## config.mk

```make
export PLATFORM = sky130hd
export DESIGN_NAME = pmfb_queue
export DESIGN_NICKNAME = d
export VERILOG_FILES = /design/src/pmfb_pkg.sv /design/src/pmfb_queue.sv
export SDC_FILE = /design/constraint.sdc
export NUM_CORES = 1
export LEC_CHECK = 0
export BUFFER_PORTS_ARGS = -buffer_cell sky130_fd_sc_hd__buf_2
export CAP_MARGIN = 20
export CORE_ASPECT_RATIO = 0.75
export CORE_UTILIZATION = 56
export CTS_BUF_LIST = sky130_fd_sc_hd__clkbuf_4 sky130_fd_sc_hd__clkbuf_8
export DETAILED_ROUTE_END_ITERATION = 16
export GPL_TIMING_DRIVEN = 1
export PLACE_DENSITY = 0.9
export SYNTH_ARGS = -nofsm -noshare
export SYNTH_HDL_FRONTEND = slang
export SYNTH_SLANG_ARGS = --single-unit
```

## constraint.sdc

```tcl
create_clock -name clk -period 3.5 [get_ports clk]
set_input_delay 0.35 -clock clk [delete_from_list [all_inputs] [get_ports clk]]
set_output_delay 0.35 -clock clk [all_outputs]
set_load 0.01 [all_outputs]
```

## src/pmfb_pkg.sv

```systemverilog
// Shared types and constants of the paged framebuffer engine.
package pmfb_pkg;

  // Input item kinds.
  typedef enum logic [1:0] {
    MODE_CLEAR  = 2'd0,
    MODE_PIXEL  = 2'd1,
    MODE_BITMAP = 2'd2,
    MODE_FLUSH  = 2'd3
  } mode_t;

  // Work kinds passed from front to back.
  typedef enum logic [1:0] {
    OP_CLEAR = 2'd0,
    OP_DRAW  = 2'd1,
    OP_FLUSH = 2'd2
  } op_t;

  // Back-end sequencer states.
  typedef enum logic [2:0] {
    ST_SWEEP,
    ST_IDLE,
    ST_RMW_READ,
    ST_RMW_WRITE,
    ST_FLUSH_READ,
    ST_FLUSH_OUT
  } state_t;

  // One classified command: a draw touches up to eight columns col + i of one page.
  typedef struct packed {
    op_t        op;
    logic [2:0] page;
    logic [2:0] row;
    logic [7:0] col;
    logic [7:0] mask;
  } cmd_t;

  typedef struct packed {
    logic push;
    cmd_t cmd;
  } cmd_wr_t;

  typedef struct packed {
    logic valid;
    cmd_t cmd;
  } cmd_head_t;

  localparam logic [7:0] CMD_PAGE_BASE = 8'hB0;
  localparam logic [7:0] CMD_COL_LOW   = 8'h02;
  localparam logic [7:0] CMD_COL_HIGH  = 8'h10;
  localparam logic [7:0] PIXEL_PATTERN = 8'h80;
  localparam logic [3:0] PIXEL_COUNT   = 4'd1;
  localparam int         CMD_BYTES     = 3;
  localparam int         QUEUE_DEPTH   = 4;
  localparam int         QPTR_W        = $clog2(QUEUE_DEPTH);

endpackage

```

## src/pmfb_queue.sv

```systemverilog
// Command queue between front and back ends.
module pmfb_queue
  import pmfb_pkg::*;
(
  input  logic      clk,
  input  logic      rst,
  input  cmd_wr_t   wr,
  input  logic      pop,
  output cmd_head_t head,
  output logic      full
);

  cmd_t              slots [QUEUE_DEPTH];
  logic [QPTR_W-1:0] wr_ptr;
  logic [QPTR_W-1:0] rd_ptr;
  logic [QPTR_W:0]   count;

  // Store pushed commands.
  always_ff @(posedge clk) begin
    if (wr.push) begin
      slots[wr_ptr] <= wr.cmd;
    end
  end

  // Advance pointers and occupancy.
  always_ff @(posedge clk) begin
    if (rst) begin
      wr_ptr <= '0;
      rd_ptr <= '0;
      count  <= '0;
    end else begin
      if (wr.push) begin
        wr_ptr <= wr_ptr + 1'b1;
      end
      if (pop) begin
        rd_ptr <= rd_ptr + 1'b1;
      end
      if (wr.push && !pop) begin
        count <= count + 1'b1;
      end else if (!wr.push && pop) begin
        count <= count - 1'b1;
      end
    end
  end

  assign head.valid = (count != '0);
  assign head.cmd   = slots[rd_ptr];
  assign full       = (count == (QPTR_W + 1)'(QUEUE_DEPTH));

endmodule

```

==> impl_metrics.ini, run 1 <==
[critical_path]
critPathSlowestCell = dfxtp_2
path_delay_family = flip-flops
crit_required_ps = 3150
critPathCaptureType = output pin
path_depth = 2
crit_fanout = 24
start_kind = flop
arrival_ps = 2110
path_buf_inv = 1
path_class = flop to output pin
worstPathCellList = mux4_1 > buf_2
r2r_cells = 4
critPathMaxStageDelay_ps = 900

[power_and_ir_drop]
power.leakage_nw = 1.55
pwr_density_cell_mw_per_mm2 = 533
vdd_drop_max_mv = 0.381

[timing]
fin_setup_tns_ps = 0
period_share_pct = 70.4
fin_crit_ps = 2460
tightestPinTransition_ps = 849
fmax_ghz = 0.406
final-hold-violation-count = 0
finClkSkew_ps = 12.5
slew_viol_final = 0
worst_hold_slack_ps = 190
rsz0062_at_grt = no
finalSetupViolCount = 0
relSlewSlack_pct = 43.4

[outcome]
run_status = complete, no violations

[place]
dp_hpwl_um = 3650
place_inst = 304
gp_congestion = 0.664
post_dp_cell_area_sq_mm = 0.00427
portBuffers = 53

[finish]
final_common_cell = edfxtp_1
num-nets-final = 266
post-route-util_pct = 65.4
insertedDiodeCount = 0
syn_to_final_growth_pct = 13.1
design_area_sq_mm = 0.00445
drive_above_1_share_pct = 39.8
final_cell_mix = edfxtp_1, buf_2, mux4_2, clkbuf_8, dfxtp_1
stdcell_count = 320

[synthesis]
netlist_area_sq_mm = 0.00393
avgSynthCellArea_sq_um = 23.1
synth.area.mux_share_pct = 14.6
ys_warn_count = 0
syn_nets = 204
synth_top_family_by_area = multiplexers
ys_seq_area_share_pct = 77.9
ys_ff_latch = 105
postSynthCellCount = 170
synth_xor_area_share_pct = 1.11
synth-adder-area-share_pct = 2.10
yosys.area_share.simple_pct = 1.91
synth_cell_types = 21
synth-compound-area-share_pct = 0.254

[grt]
antenna_found_initial = 0
grt_util_met2_pct = 30.7
use_met1_pct = 20.7
track_usage_pct = 17.5
grt_pass1_wl_um = 9020
grt-busiest-layer = met2
grt_pass1_vias = 1846
grt_max_degree = 25
grt_overflow = 0
grtUsageMet3_pct = 5.36

[cts]
cts_max_level = 3
clk_pin_slew_ps = 100
cts_tree = yes
numCtsBuffers = 9
cts_resized = 0
clk_latency_ps = 360
clockBufferDepth = 2
postCtsHoldBufs = 0
cts_root_buffer = clkbuf_8
post_cts_buffers = 0
clock_sinks = 105

[floorplan]
die_h_um = 74.6
die_x_um = 98.8
core_area_sq_mm = 0.00680
die-area_sq_mm = 0.00737
io_pins = 54
initial_utilization_pct = 57.9
rows = 26

[drt]
drt-wirelength-per-cell_um = 18.3
drt_pass1_iterations = 6
viasPerCell = 5.53
vias = 1768
wirelength_um = 5870
drc = 0
ant_nets = 0
drt_iter0_drc = 76

[job]
cap_viol_max_count = 0

[hold_path]
hp-class = input port to flop
hold_path_depth = 1
-- cells by family after synthesis --
kind of cell    after synthesis
mux                          26
flops                       105
simple gates                 15
xor+xnor                      5
fa+ha+maj                     6
compound gates                2
buf+inv                      11
-- state kept, by name, indices dropped and copies added (netlist names), named ones only --
| signal | cells |
|---|---|
| wr_ptr | 2 |
| rd_ptr | 2 |
| slots | 96 |
| count | 3 |
-- Yosys cell counts, drive strengths merged --
library cell   n  area [sq um]
nor2           7          26.3
inv            4          15.0
xnor2          2          17.5
buf            5          61.3
dfxtp          9           180
nor3b          1          7.51
o21ai          1          5.00
nand2          1          3.75
mux4          24           556
a21oi          1          5.00
edfxtp        96          2880
ha             5          62.6
xor2           3          26.3
fa             1          20.0
clkbuf         2          7.51
or3            2          12.5
and2           4          25.0
mux2i          2          20.0
-- power breakdown --
| part | leakage [nW] | switching (W) | internal (W) |
|---|---|---|---|
| Clock | 0.0859 | 0.000384 | 0.000258 |
| Combinational | 0.508 | 0.000123 | 0.000130 |
| Sequential | 0.956 | 0.0000402 | 0.00144 |
| Total | 1.55 | 0.000547 | 0.00182 |
-- per-stage QoR --
step                      worst slack [ps]  total power [W]
after CTS                              972          0.00239
after floorplan                       1890          0.00166
after global placement                1400          0.00175
after global routing                   892          0.00246
after detailed placement              1370          0.00176
final                                 1040          0.00237
-- worst register-to-register path, delay by kind of cell, from the launching register on --
kind,cells,cell delay [ps]
and+or+nand+nor,1,310
DFF,1,360
xor gates and xnor gates,1,170
AOI/OAI and AO/OA,1,150
adders and majority gates,1,440
-- cell type report --
| class | instances | area, sq um |
|---|---|---|
| well taps | 84 | 105 |
| repair buffers | 58 | 310 |
| flip-flops and latches | 105 | 3060 |
| clock buffers | 9 | 124 |
| multi-input cells | 54 | 787 |
| clock inverters | 6 | 43.8 |
| inverters | 4 | 15.0 |
| fillers | 447 | 2350 |
-- layer usage --
layer  up-vias  share of wire, %
li1        812                 -
met1       887                42
met2        59                51
met3        10               5.7
met4         0               1.3
met5         -                 0
-- worst paths after layout --
kind	startpoint	end	slack, ps
max	flop	head[23]	1040
max reg2reg	count[0]	count[2]	2000
min	wr[6]	slots[0][6]	190
min reg2reg	count[2]	count[2]	510
Power figures use the tool's default switching activity.
==> inputs of run 2 (changes only) <==
Settings changed: CORE_UTILIZATION 56 to 53, PLACE_DENSITY 0.9 to 0.89.
Clock period 3.5 ns to 2.15 ns, I/O delays scaled along.
==> run 2 against run 1 <==
  * Die area increased by 5.5%
  * Largest cell class unchanged
  * Global-route usage grew 1.4 points
  * Critical path type unchanged
  * Highest routed layer unchanged
  * Total power is 68% higher
  * Sequential power rose by 61%
  * Final cell count is 4.7% higher
==> impl_metrics.ini, run 2 (synthesis results as in run 1) <==
[outcome]
run_status = complete, no violations

[power_and_ir_drop]
pwr_density_cell_mw_per_mm2 = 884
vdd_drop_max_mv = 0.350
power.leakage_nw = 1.56

[drt]
ant_nets = 0
drc = 0
drt_pass1_iterations = 4
drt-wirelength-per-cell_um = 19.5
viasPerCell = 5.43
wirelength_um = 6530
drt_iter0_drc = 70
vias = 1819

[cts]
cts_tree = yes
cts_max_level = 3
post_cts_buffers = 0
cts_root_buffer = clkbuf_8
clk_pin_slew_ps = 90
numCtsBuffers = 9
postCtsHoldBufs = 0
clk_latency_ps = 350
clock_sinks = 105
clockBufferDepth = 2
cts_resized = 0

[critical_path]
path_class = flop to output pin
critPathCaptureType = output pin
crit_required_ps = 1930
crit_fanout = 18
rr_startpoint = count[0]
start_kind = flop
arrival_ps = 1770

[timing]
finalSetupViolCount = 0
fmax_ghz = 0.504
slew_viol_final = 0
worst_hold_slack_ps = 68.0
fin_crit_ps = 1990
fin_setup_tns_ps = 0
tightestPinTransition_ps = 448
final-hold-violation-count = 0
finClkSkew_ps = 8.25
relSlewSlack_pct = 70.1
rsz0062_at_grt = no
period_share_pct = 92.4
layout_setup_ws_ps = 164

[finish]
largest_registers = slots (96), count (3)
nFillCells = 484
syn_to_final_growth_pct = 14.7
num-nets-final = 267
largest_reg_flops = 96
drive_above_1_share_pct = 39.7
design_area_sq_mm = 0.00451
insertedDiodeCount = 0
regArea_sq_mm = 0.00306
stdcell_count = 335
final_cell_mix = edfxtp_1, buf_2, mux4_2, clkbuf_8, dfxtp_1
final_common_cell = edfxtp_1
regMostFlops = slots
multi_input_area_sq_um = 787

[floorplan]
die_h_um = 76.6
core_area_sq_mm = 0.00699
die-area_sq_mm = 0.00777
initial_utilization_pct = 56.2
io_pins = 54
die_x_um = 101
rows = 26

[job]
cap_viol_max_count = 0

[place]
gp_congestion = 0.722
dp_hpwl_um = 4180
place_ws_ps = 425
post_dp_cell_area_sq_mm = 0.00432
portBuffers = 53
place_inst = 320

[hold_path]
hold_start = wr[1]
hp-class = input port to flop

[grt]
grt_max_degree = 25
grt_pass1_vias = 1950
track_usage_pct = 18.9
antenna_found_initial = 0
grt_overflow = 0
grt_pass1_wl_um = 10300
[run 2: cell types whose count changed in the layout (fill, tap and decap cells not counted)]
cell and change:
inv_6 -2, clkinv_2 -2, buf_8 -1, buf_12 +2
clkbuf_4 +1, bufinv_16 +1, clkinvlp_4 +1, clkinv_1 +1
[run 2: worst max-delay path, cell delays in order (launching register included)]
cell and delay, ps:
dfxtp_2 470, buf_12 230, mux4_2 530, buf_2 170
[run 2: path summary, 6_finish.rpt]
check | to | slack [ps] | depth (start not counted)
hold / removal | slots[2][1] | 70 | 1
hold reg to reg | rd_ptr[1] | 540 | 2
setup reg to reg | count[2] | 600 | 4
setup / recovery | head[5] | 160 | 3
[run 2: area by class of cell]
| cell class | instances | share of cell area (%) |
|---|---|---|
| repair buffers | 59 | 7.43 |
| flip-flops and latches | 105 | 67.9 |
| clock inverters | 5 | 1.28 |
| inverters | 4 | 0.333 |
| clock buffers | 10 | 2.91 |
| well taps | 98 | 2.72 |
| multi-input cells | 54 | 17.4 |
[run 2: through the flow]
stage,util [%],power (W)
5_1_grt,64.5,0.00415
3_3_place_gp,61.8,0.00287
3_5_place_dp,61.8,0.00290
4_1_cts,64.5,0.00403
2_1_floorplan,-,0.00271
6_report,64.5,0.00399
[run 2: per-layer routing]
layer  routed length (um)  global-route usage, %
met3                  309                   6.88
met2                 3350                   30.2
met4                   74                   4.78
met5                    0                      0
met1                 2790                   24.7
[run 2: report_power, final]
group	internal [W]	switching (W)
clock	0.000543	0.000604
combinational	0.000223	0.000239
sequential	0.00234	0.0000443
total	0.00310	0.000887
