==> config.mk <==
export PLATFORM = sky130hd
export DESIGN_NAME = pmfb_front
export DESIGN_NICKNAME = d
export VERILOG_FILES = /design/src/pmfb_pkg.sv /design/src/pmfb_front.sv
export SDC_FILE = /design/constraint.sdc
export NUM_CORES = 1
export LEC_CHECK = 0
export ABC_AREA = 1
export BUFFER_PORTS_ARGS = -buffer_cell sky130_fd_sc_hd__clkbuf_2
export CAP_MARGIN = 25
export CORE_UTILIZATION = 25
export DETAILED_ROUTE_END_ITERATION = 8
export PLACE_DENSITY_LB_ADDON = 0.15
export SYNTH_ARGS = -nofsm -noshare
export SYNTH_HDL_FRONTEND = slang
export SYNTH_SLANG_ARGS = --single-unit
==> constraint.sdc <==
create_clock -name vclk -period 1
set_clock_uncertainty 0.05 [all_clocks]
set_input_delay 0.1 -clock vclk [all_inputs]
set_output_delay 0.1 -clock vclk [all_outputs]
set_load 0.1 [all_outputs]
==> src/pmfb_pkg.sv <==
// Shared types and constants of the paged framebuffer engine.
package pmfb_pkg;

  // Input item kinds.
  typedef enum logic [1:0] {
    MODE_CLEAR  = 2'd0,
    MODE_PIXEL  = 2'd1,
    MODE_BITMAP = 2'd2,
    MODE_FLUSH  = 2'd3
  } mode_t;

  // Work kinds passed from front to back.
  typedef enum logic [1:0] {
    OP_CLEAR = 2'd0,
    OP_DRAW  = 2'd1,
    OP_FLUSH = 2'd2
  } op_t;

  // Back-end sequencer states.
  typedef enum logic [2:0] {
    ST_SWEEP,
    ST_IDLE,
    ST_RMW_READ,
    ST_RMW_WRITE,
    ST_FLUSH_READ,
    ST_FLUSH_OUT
  } state_t;

  // One classified command: a draw touches up to eight columns col + i of one page.
  typedef struct packed {
    op_t        op;
    logic [2:0] page;
    logic [2:0] row;
    logic [7:0] col;
    logic [7:0] mask;
  } cmd_t;

  typedef struct packed {
    logic push;
    cmd_t cmd;
  } cmd_wr_t;

  typedef struct packed {
    logic valid;
    cmd_t cmd;
  } cmd_head_t;

  localparam logic [7:0] CMD_PAGE_BASE = 8'hB0;
  localparam logic [7:0] CMD_COL_LOW   = 8'h02;
  localparam logic [7:0] CMD_COL_HIGH  = 8'h10;
  localparam logic [7:0] PIXEL_PATTERN = 8'h80;
  localparam logic [3:0] PIXEL_COUNT   = 4'd1;
  localparam int         CMD_BYTES     = 3;
  localparam int         QUEUE_DEPTH   = 4;
  localparam int         QPTR_W        = $clog2(QUEUE_DEPTH);

endpackage

==> src/pmfb_front.sv <==
// Front end: takes input items and turns them into clipped commands.
module pmfb_front
  import pmfb_pkg::*;
#(
  parameter int WIDTH  = 128,
  parameter int HEIGHT = 64
) (
  input  logic       push,
  input  logic [1:0] mode,
  input  logic [7:0] x,
  input  logic [7:0] y,
  input  logic [7:0] pattern,
  input  logic [3:0] bit_count,
  input  logic       q_full,
  input  logic       init_done,
  output logic       full,
  output cmd_wr_t    wr
);

  logic [7:0] pat;
  logic [3:0] cnt;
  logic [8:0] col_sum;
  logic [7:0] mask;
  logic       row_ok;
  logic       keep;

  // Build the column mask: pattern bit, count limit and right edge per column, and the row bound.
  always_comb begin
    pat    = (mode_t'(mode) == MODE_PIXEL) ? PIXEL_PATTERN : pattern;
    cnt    = (mode_t'(mode) == MODE_PIXEL) ? PIXEL_COUNT : bit_count;
    row_ok = (y < 8'(HEIGHT));
    col_sum = '0;
    for (int i = 0; i < 8; i++) begin
      col_sum = {1'b0, x} + 9'(i);
      mask[i] = pat[7 - i] && (4'(i) < cnt) && (col_sum < 9'(WIDTH)) && row_ok;
    end
  end

  // Classify the item; drop draws that touch nothing.
  always_comb begin
    wr.cmd.page = y[5:3];
    wr.cmd.row  = y[2:0];
    wr.cmd.col  = x;
    wr.cmd.mask = mask;
    unique case (mode_t'(mode))
      MODE_CLEAR: begin
        wr.cmd.op = OP_CLEAR;
        keep      = 1'b1;
      end
      MODE_PIXEL, MODE_BITMAP: begin
        wr.cmd.op = OP_DRAW;
        keep      = |mask;
      end
      MODE_FLUSH: begin
        wr.cmd.op = OP_FLUSH;
        keep      = 1'b1;
      end
      default: begin
        wr.cmd.op = OP_FLUSH;
        keep      = 1'b0;
      end
    endcase
    wr.push = push && !full && keep;
  end

  assign full = q_full || !init_done;

endmodule

==> results of run 1 <==
## final cells by class
type / count / area [um^2] / share of cell area [%]
multi-input combinational: 65 / 424 / 33.0
timing repair buffer: 65 / 711 / 55.4
tap: 25 / 31.3 / 2.44
inverter: 17 / 118 / 9.16
## per-layer routing
| layer | wire length, um | vias to the layer above | global-route usage [%] |
|---|---|---|---|
| met2 | 965 | 26 | 33.8 |
| met3 | 88 | 4 | 0.397 |
| li1 | - | 380 | - |
| met1 | 546 | 323 | 16.3 |
| met4 | 5 | 0 | 1.76 |
| met5 | 0 | - | 0 |
## final timing paths
path	start	end	slack, ns	cells past startpoint
hold / removal	y[5]	wr[21]	0.15	0
setup / recovery	mode[1]	wr[24]	-0.41	11
## cell families after synthesis
kind of cell	count (synthesis)
simple gates	59
fa+ha+maj	2
buf+inv	31
compound gates	4
## power groups by stage
stage / sequential, mW / clock (mW) / combinational (mW)
CTS: 0 / 0 / 0.685
floorplan: 0 / 0 / 0.508
global route: 0 / 0 / 0.727
finish: 0 / 0 / 0.694
global placement: 0 / 0 / 0.644
detailed placement: 0 / 0 / 0.654
## timing repair
| action | in CTS | in global routing |
|---|---|---|
| pin swaps | 10 | 8 |
| endpoints found under the setup margin | 10 | 10 |
| hold buffers | 0 | 0 |
| resized for setup | 14 | 11 |
| setup buffers | 2 | 1 |
## cell usage in the layout, fill, tap and decap left out
master,n
a21oi_4,1
buf_12,20
buf_4,15
buf_6,3
clkbuf_16,1
clkbuf_2,25
clkbuf_8,1
clkinvlp_4,9
ha_2,1
ha_4,1
inv_1,5
inv_12,1
inv_2,1
inv_8,1
nand2_1,22
nand2_2,6
nand2_4,1
nand3_1,7
nand3_2,6
nand3b_1,1
nor2_1,7
nor2_2,4
nor2_4,5
o21ai_0,1
o21ai_1,1
o21ai_4,1
## metrics by stage
step	worst slack [ns]	TNS, ns	cells	utilization [%]	power, mW
6_report	-0.408	-2.67	172	72.8	0.694
4_1_cts	-0.420	-2.79	172	70.8	0.685
3_5_place_dp	-0.531	-3.69	171	67.1	0.654
5_1_grt	-0.465	-3.23	172	72.8	0.727
2_1_floorplan	-0.730	-1.87	96	-	0.508
3_3_place_gp	-0.490	-3.40	171	67.1	0.644
==> impl_metrics.json, run 1 <==
{
  "cp_cell_sequence": "clkbuf_16, inv_12, ha_4, inv_8, o21ai_4, nor2_2, nand3_2, nand2_2, nor2_4, a21oi_4, buf_12",
  "rows": 15,
  "yosys.area_share.simple_pct": 54.8,
  "dpl.hpwl_mm": 1.39,
  "finalInstanceArea_um2": 1280,
  "synth_area_leaders": "buf_4 22%, nand2_1 22%, nand3_1 12%",
  "whs_ns": 0.150,
  "synth_mux_area_share_pct": 0,
  "switching_share_pct": 60.7,
  "irDropWorstVdd_v": 0.000392,
  "synth-seq-area-share_pct": 0,
  "min_path_type": "primary input to primary output",
  "final_nets": 184,
  "io_buffers": 47,
  "required_ns": 0.85,
  "slew_viol_final": 0,
  "synth_fp_nets": 131,
  "vias": 733,
  "yosysUniqueCellTypes": 15,
  "antenna_found_initial": 0,
  "rsz0062_at_grt": "yes",
  "post_drt_via_cell_ratio": 4.26,
  "grt_usage_pct": 15.6,
  "synth_top_family_by_area": "simple AND/OR/NAND/NOR gates",
  "synthDominantCellAreaShare_pct": 21.8,
  "fin_crit_sh_pct": 141,
  "tightest_slew_ns": 0.228,
  "num_antenna_cells": 0,
  "netlist_top_cells_count": "28 x nand2_1, 15 x inv_1, 14 x buf_4, 14 x nor2_1, 12 x nand3_1",
  "pwr_density_cell_nw_per_um2": 541,
  "design.core.area_um2": 1760,
  "grt_pass1_vias": 679,
  "drv_cap": 0,
  "path_class": "primary input to primary output",
  "status": "finished with violations",
  "synthAdderAreaFrac_pct": 5.19,
  "critPathBufInv": 4,
  "nClkBuffers": 0,
  "dieArea_um2": 2110,
  "setup_violations": 10,
  "critical-path-top-delay-family": "buffers and inverters",
  "wl_per_cell_um": 9.33,
  "fin_crit_ns": 1.41,
  "worst_slack_ns": -0.408,
  "p_sw_uw": 422,
  "synth_area_per_cell_um2": 5.02,
  "wirelength_mm": 1.61,
  "leakage_nw": 0.578,
  "critical_path.max_fanout": 7,
  "n_fill_cell": 158,
  "relSlewSlack_pct": 84.7,
  "grt_start_max_net_pins": 8,
  "cpPeakStageDelay_ns": 0.18,
  "yosys_warnings": 0,
  "synth_most_common_cell": "nand2_1",
  "grt_pass1_wl_mm": 2.56,
  "synth_compound_area_share_pct": 4.94,
  "power_frac_seq_pct": 0,
  "synth_area_um2": 482,
  "startpoint_type": "primary input",
  "cp_data_arrival_time_ns": 1.26,
  "drt_iter0_markers": 7,
  "combPwrFrac_pct": 100.0,
  "gp_congestion": 0.862,
  "hold_viol_final": 0,
  "end_kind": "primary output",
  "seqCellArea_um2": 0,
  "p_int_uw": 272,
  "clockPowerShare_pct": 0,
  "area_growth_pct": 166,
  "yosysTopAreaCell": "buf_4",
  "dpl_cell_area_um2": 1180,
  "ant_nets": 0,
  "slowest_stage": "buf_12",
  "design.seq.count": 0,
  "clock.fmax_ghz": 0.710,
  "violations": "setup timing",
  "ios": 59,
  "overflow": 0,
  "die_x_um": 45.9,
  "synth_xor_area_share_pct": 0,
  "synthCells": 96,
  "die_height_um": 45.9,
  "drc": 0,
  "drive_gt1_share_pct": 70.1,
  "start_util_pct": 27.3,
  "firstDrtPassIters": 4
}
Power figures use the tool's default switching activity.
==> run 2, diff against run 1 <==
Settings changed: CORE_UTILIZATION 25 to 31.
==> run 2 against run 1 <==
Sequential cell count stayed put. Non-clock buffer count is 4 higher. Critical endpoint unchanged. Final area increased by 0.97%. Final cell count down 3.5%. Wire length grew 110%. Combinational power rose by 6.6%. Hold slack hardly changed. Global-route usage is 16 points higher. Utilization rose by 22 points. Largest power group unchanged. The run still ends with setup timing left. Die area is 19% lower.
==> impl_metrics.json, run 2 (synthesis results as in run 1) <==
{
  "dpl_cell_area_um2": 1200,
  "antenna_found_initial": 0,
  "rsz0062_at_grt": "yes",
  "io_buffers": 47,
  "seqCellArea_um2": 0,
  "num_antenna_cells": 0,
  "die_height_um": 41.4,
  "die_x_um": 41.4,
  "finalInstanceArea_um2": 1300,
  "wirelength_mm": 3.30,
  "n_fill_cell": 39,
  "layout_commonest_cell": "clkbuf_2",
  "gp_congestion": 0.869,
  "slew_viol_final": 0,
  "startpoint": "mode[1]",
  "post_drt_via_cell_ratio": 5.70,
  "hold_viol_final": 0,
  "relSlewSlack_pct": 77.8,
  "area_growth_pct": 169,
  "nClkBuffers": 0,
  "fin_crit_ns": 1.60,
  "grt_usage_pct": 31.9,
  "grt_pass1_vias": 945,
  "final_nets": 188,
  "tns_ns": -3.89,
  "ant_nets": 0,
  "firstDrtPassIters": 4,
  "overflow": 0,
  "clock.fmax_ghz": 0.623,
  "end_kind": "primary output",
  "drc": 0,
  "critical_path.max_fanout": 7,
  "irDropWorstVdd_v": 0.000465,
  "drive_gt1_share_pct": 72.2,
  "wl_per_cell_um": 19.9,
  "multi_input_area_um2": 427,
  "final_cells": 166,
  "min_path_type": "primary input to primary output",
  "pwr_density_cell_nw_per_um2": 571,
  "worst_slack_ns": -0.604,
  "cp_data_arrival_time_ns": 1.45,
  "endpoint": "wr[24]",
  "final_cell_mix": "25 x clkbuf_2, 22 x nand2_1, 20 x buf_12",
  "ios": 59,
  "leakage_nw": 0.589,
  "design.seq.count": 0,
  "start_util_pct": 35.3,
  "post-place-cells": 165,
  "drt_iter0_markers": 40,
  "fin_crit_sh_pct": 160,
  "status": "finished with violations",
  "rows": 13,
  "setup_violations": 10,
  "vias": 946,
  "grt_start_max_net_pins": 8,
  "path_class": "primary input to primary output",
  "startpoint_type": "primary input",
  "violations": "setup timing",
  "dieArea_um2": 1720,
  "hold_buffers": 0,
  "tightest_slew_ns": 0.330,
  "grt_pass1_wl_mm": 4.23,
  "design.core.area_um2": 1370,
  "required_ns": 0.85,
  "dpl.hpwl_mm": 1.72,
  "drv_cap": 0
}
==> run 2: cell count changes in the layout (fill, tap and decap cells not counted) <==
cell / delta
nor2_1: -1
inv_6: +1
buf_6: +1
clkbuf_8: -1
buf_2: +1
nand3_2: +1
nand2_4: -1
inv_8: -1
nand3_1: -1
nand2_2: +1
buf_4: +3
nor2_2: +1
==> run 2: worst max-delay path: stages <==
cell       delay [ns]
clkbuf_16        0.12
inv_12           0.03
ha_4             0.17
inv_6            0.09
nand2_1          0.11
nor2_1           0.19
nand3_2          0.12
nand2_2          0.11
nor2_2           0.06
a21oi_4          0.16
buf_12           0.19
==> run 2: worst min-delay path by stage <==
stage	from	to	cells past startpoint
global placement	y[0]	wr[16]	0
detailed placement	y[0]	wr[16]	0
CTS	y[0]	wr[16]	0
floorplan	x[2]	wr[10]	1
finish	y[0]	wr[16]	0
global route	y[5]	wr[21]	0
==> run 2: report_power, final <==
group	total [mW]	switching (mW)	internal, mW
Combinational	0.740	0.464	0.277
Sequential	0	0	0
Clock	0	0	0
==> run 2: stage by stage <==
stage                     power [mW]  utilization, %  hold slack [ns]  setup WS, ns
after floorplan                0.508               -            0.362        -0.730
after global placement         0.653            87.9            0.151        -0.481
after detailed placement       0.674            87.9            0.151        -0.530
after CTS                      0.706            92.3            0.151        -0.416
after global routing           0.757            94.9            0.150        -0.606
final                          0.740            94.9            0.150        -0.604
==> run 2: layer usage <==
metal	global-route usage, %	vias to the layer above	routed length [um]
met2	63.1	96	1660
met5	0	-	0
met3	6.52	36	310
met1	27.0	426	1060
met4	23.2	0	269
li1	-	388	-
==> run 2: cell type report <==
cell class                      count  share of cell area, %
Tap cell                           15                   1.45
Timing Repair Buffer               69                   56.8
Inverter                           17                   8.88
Multi-Input combinational cell     65                   32.9
==> run 2: timing repair <==
action	CTS	global route
gates resized for setup	13	14
setup buffers	1	2
setup endpoints to repair	10	10
pin swaps	5	5
endpoints found under the hold margin	0	0
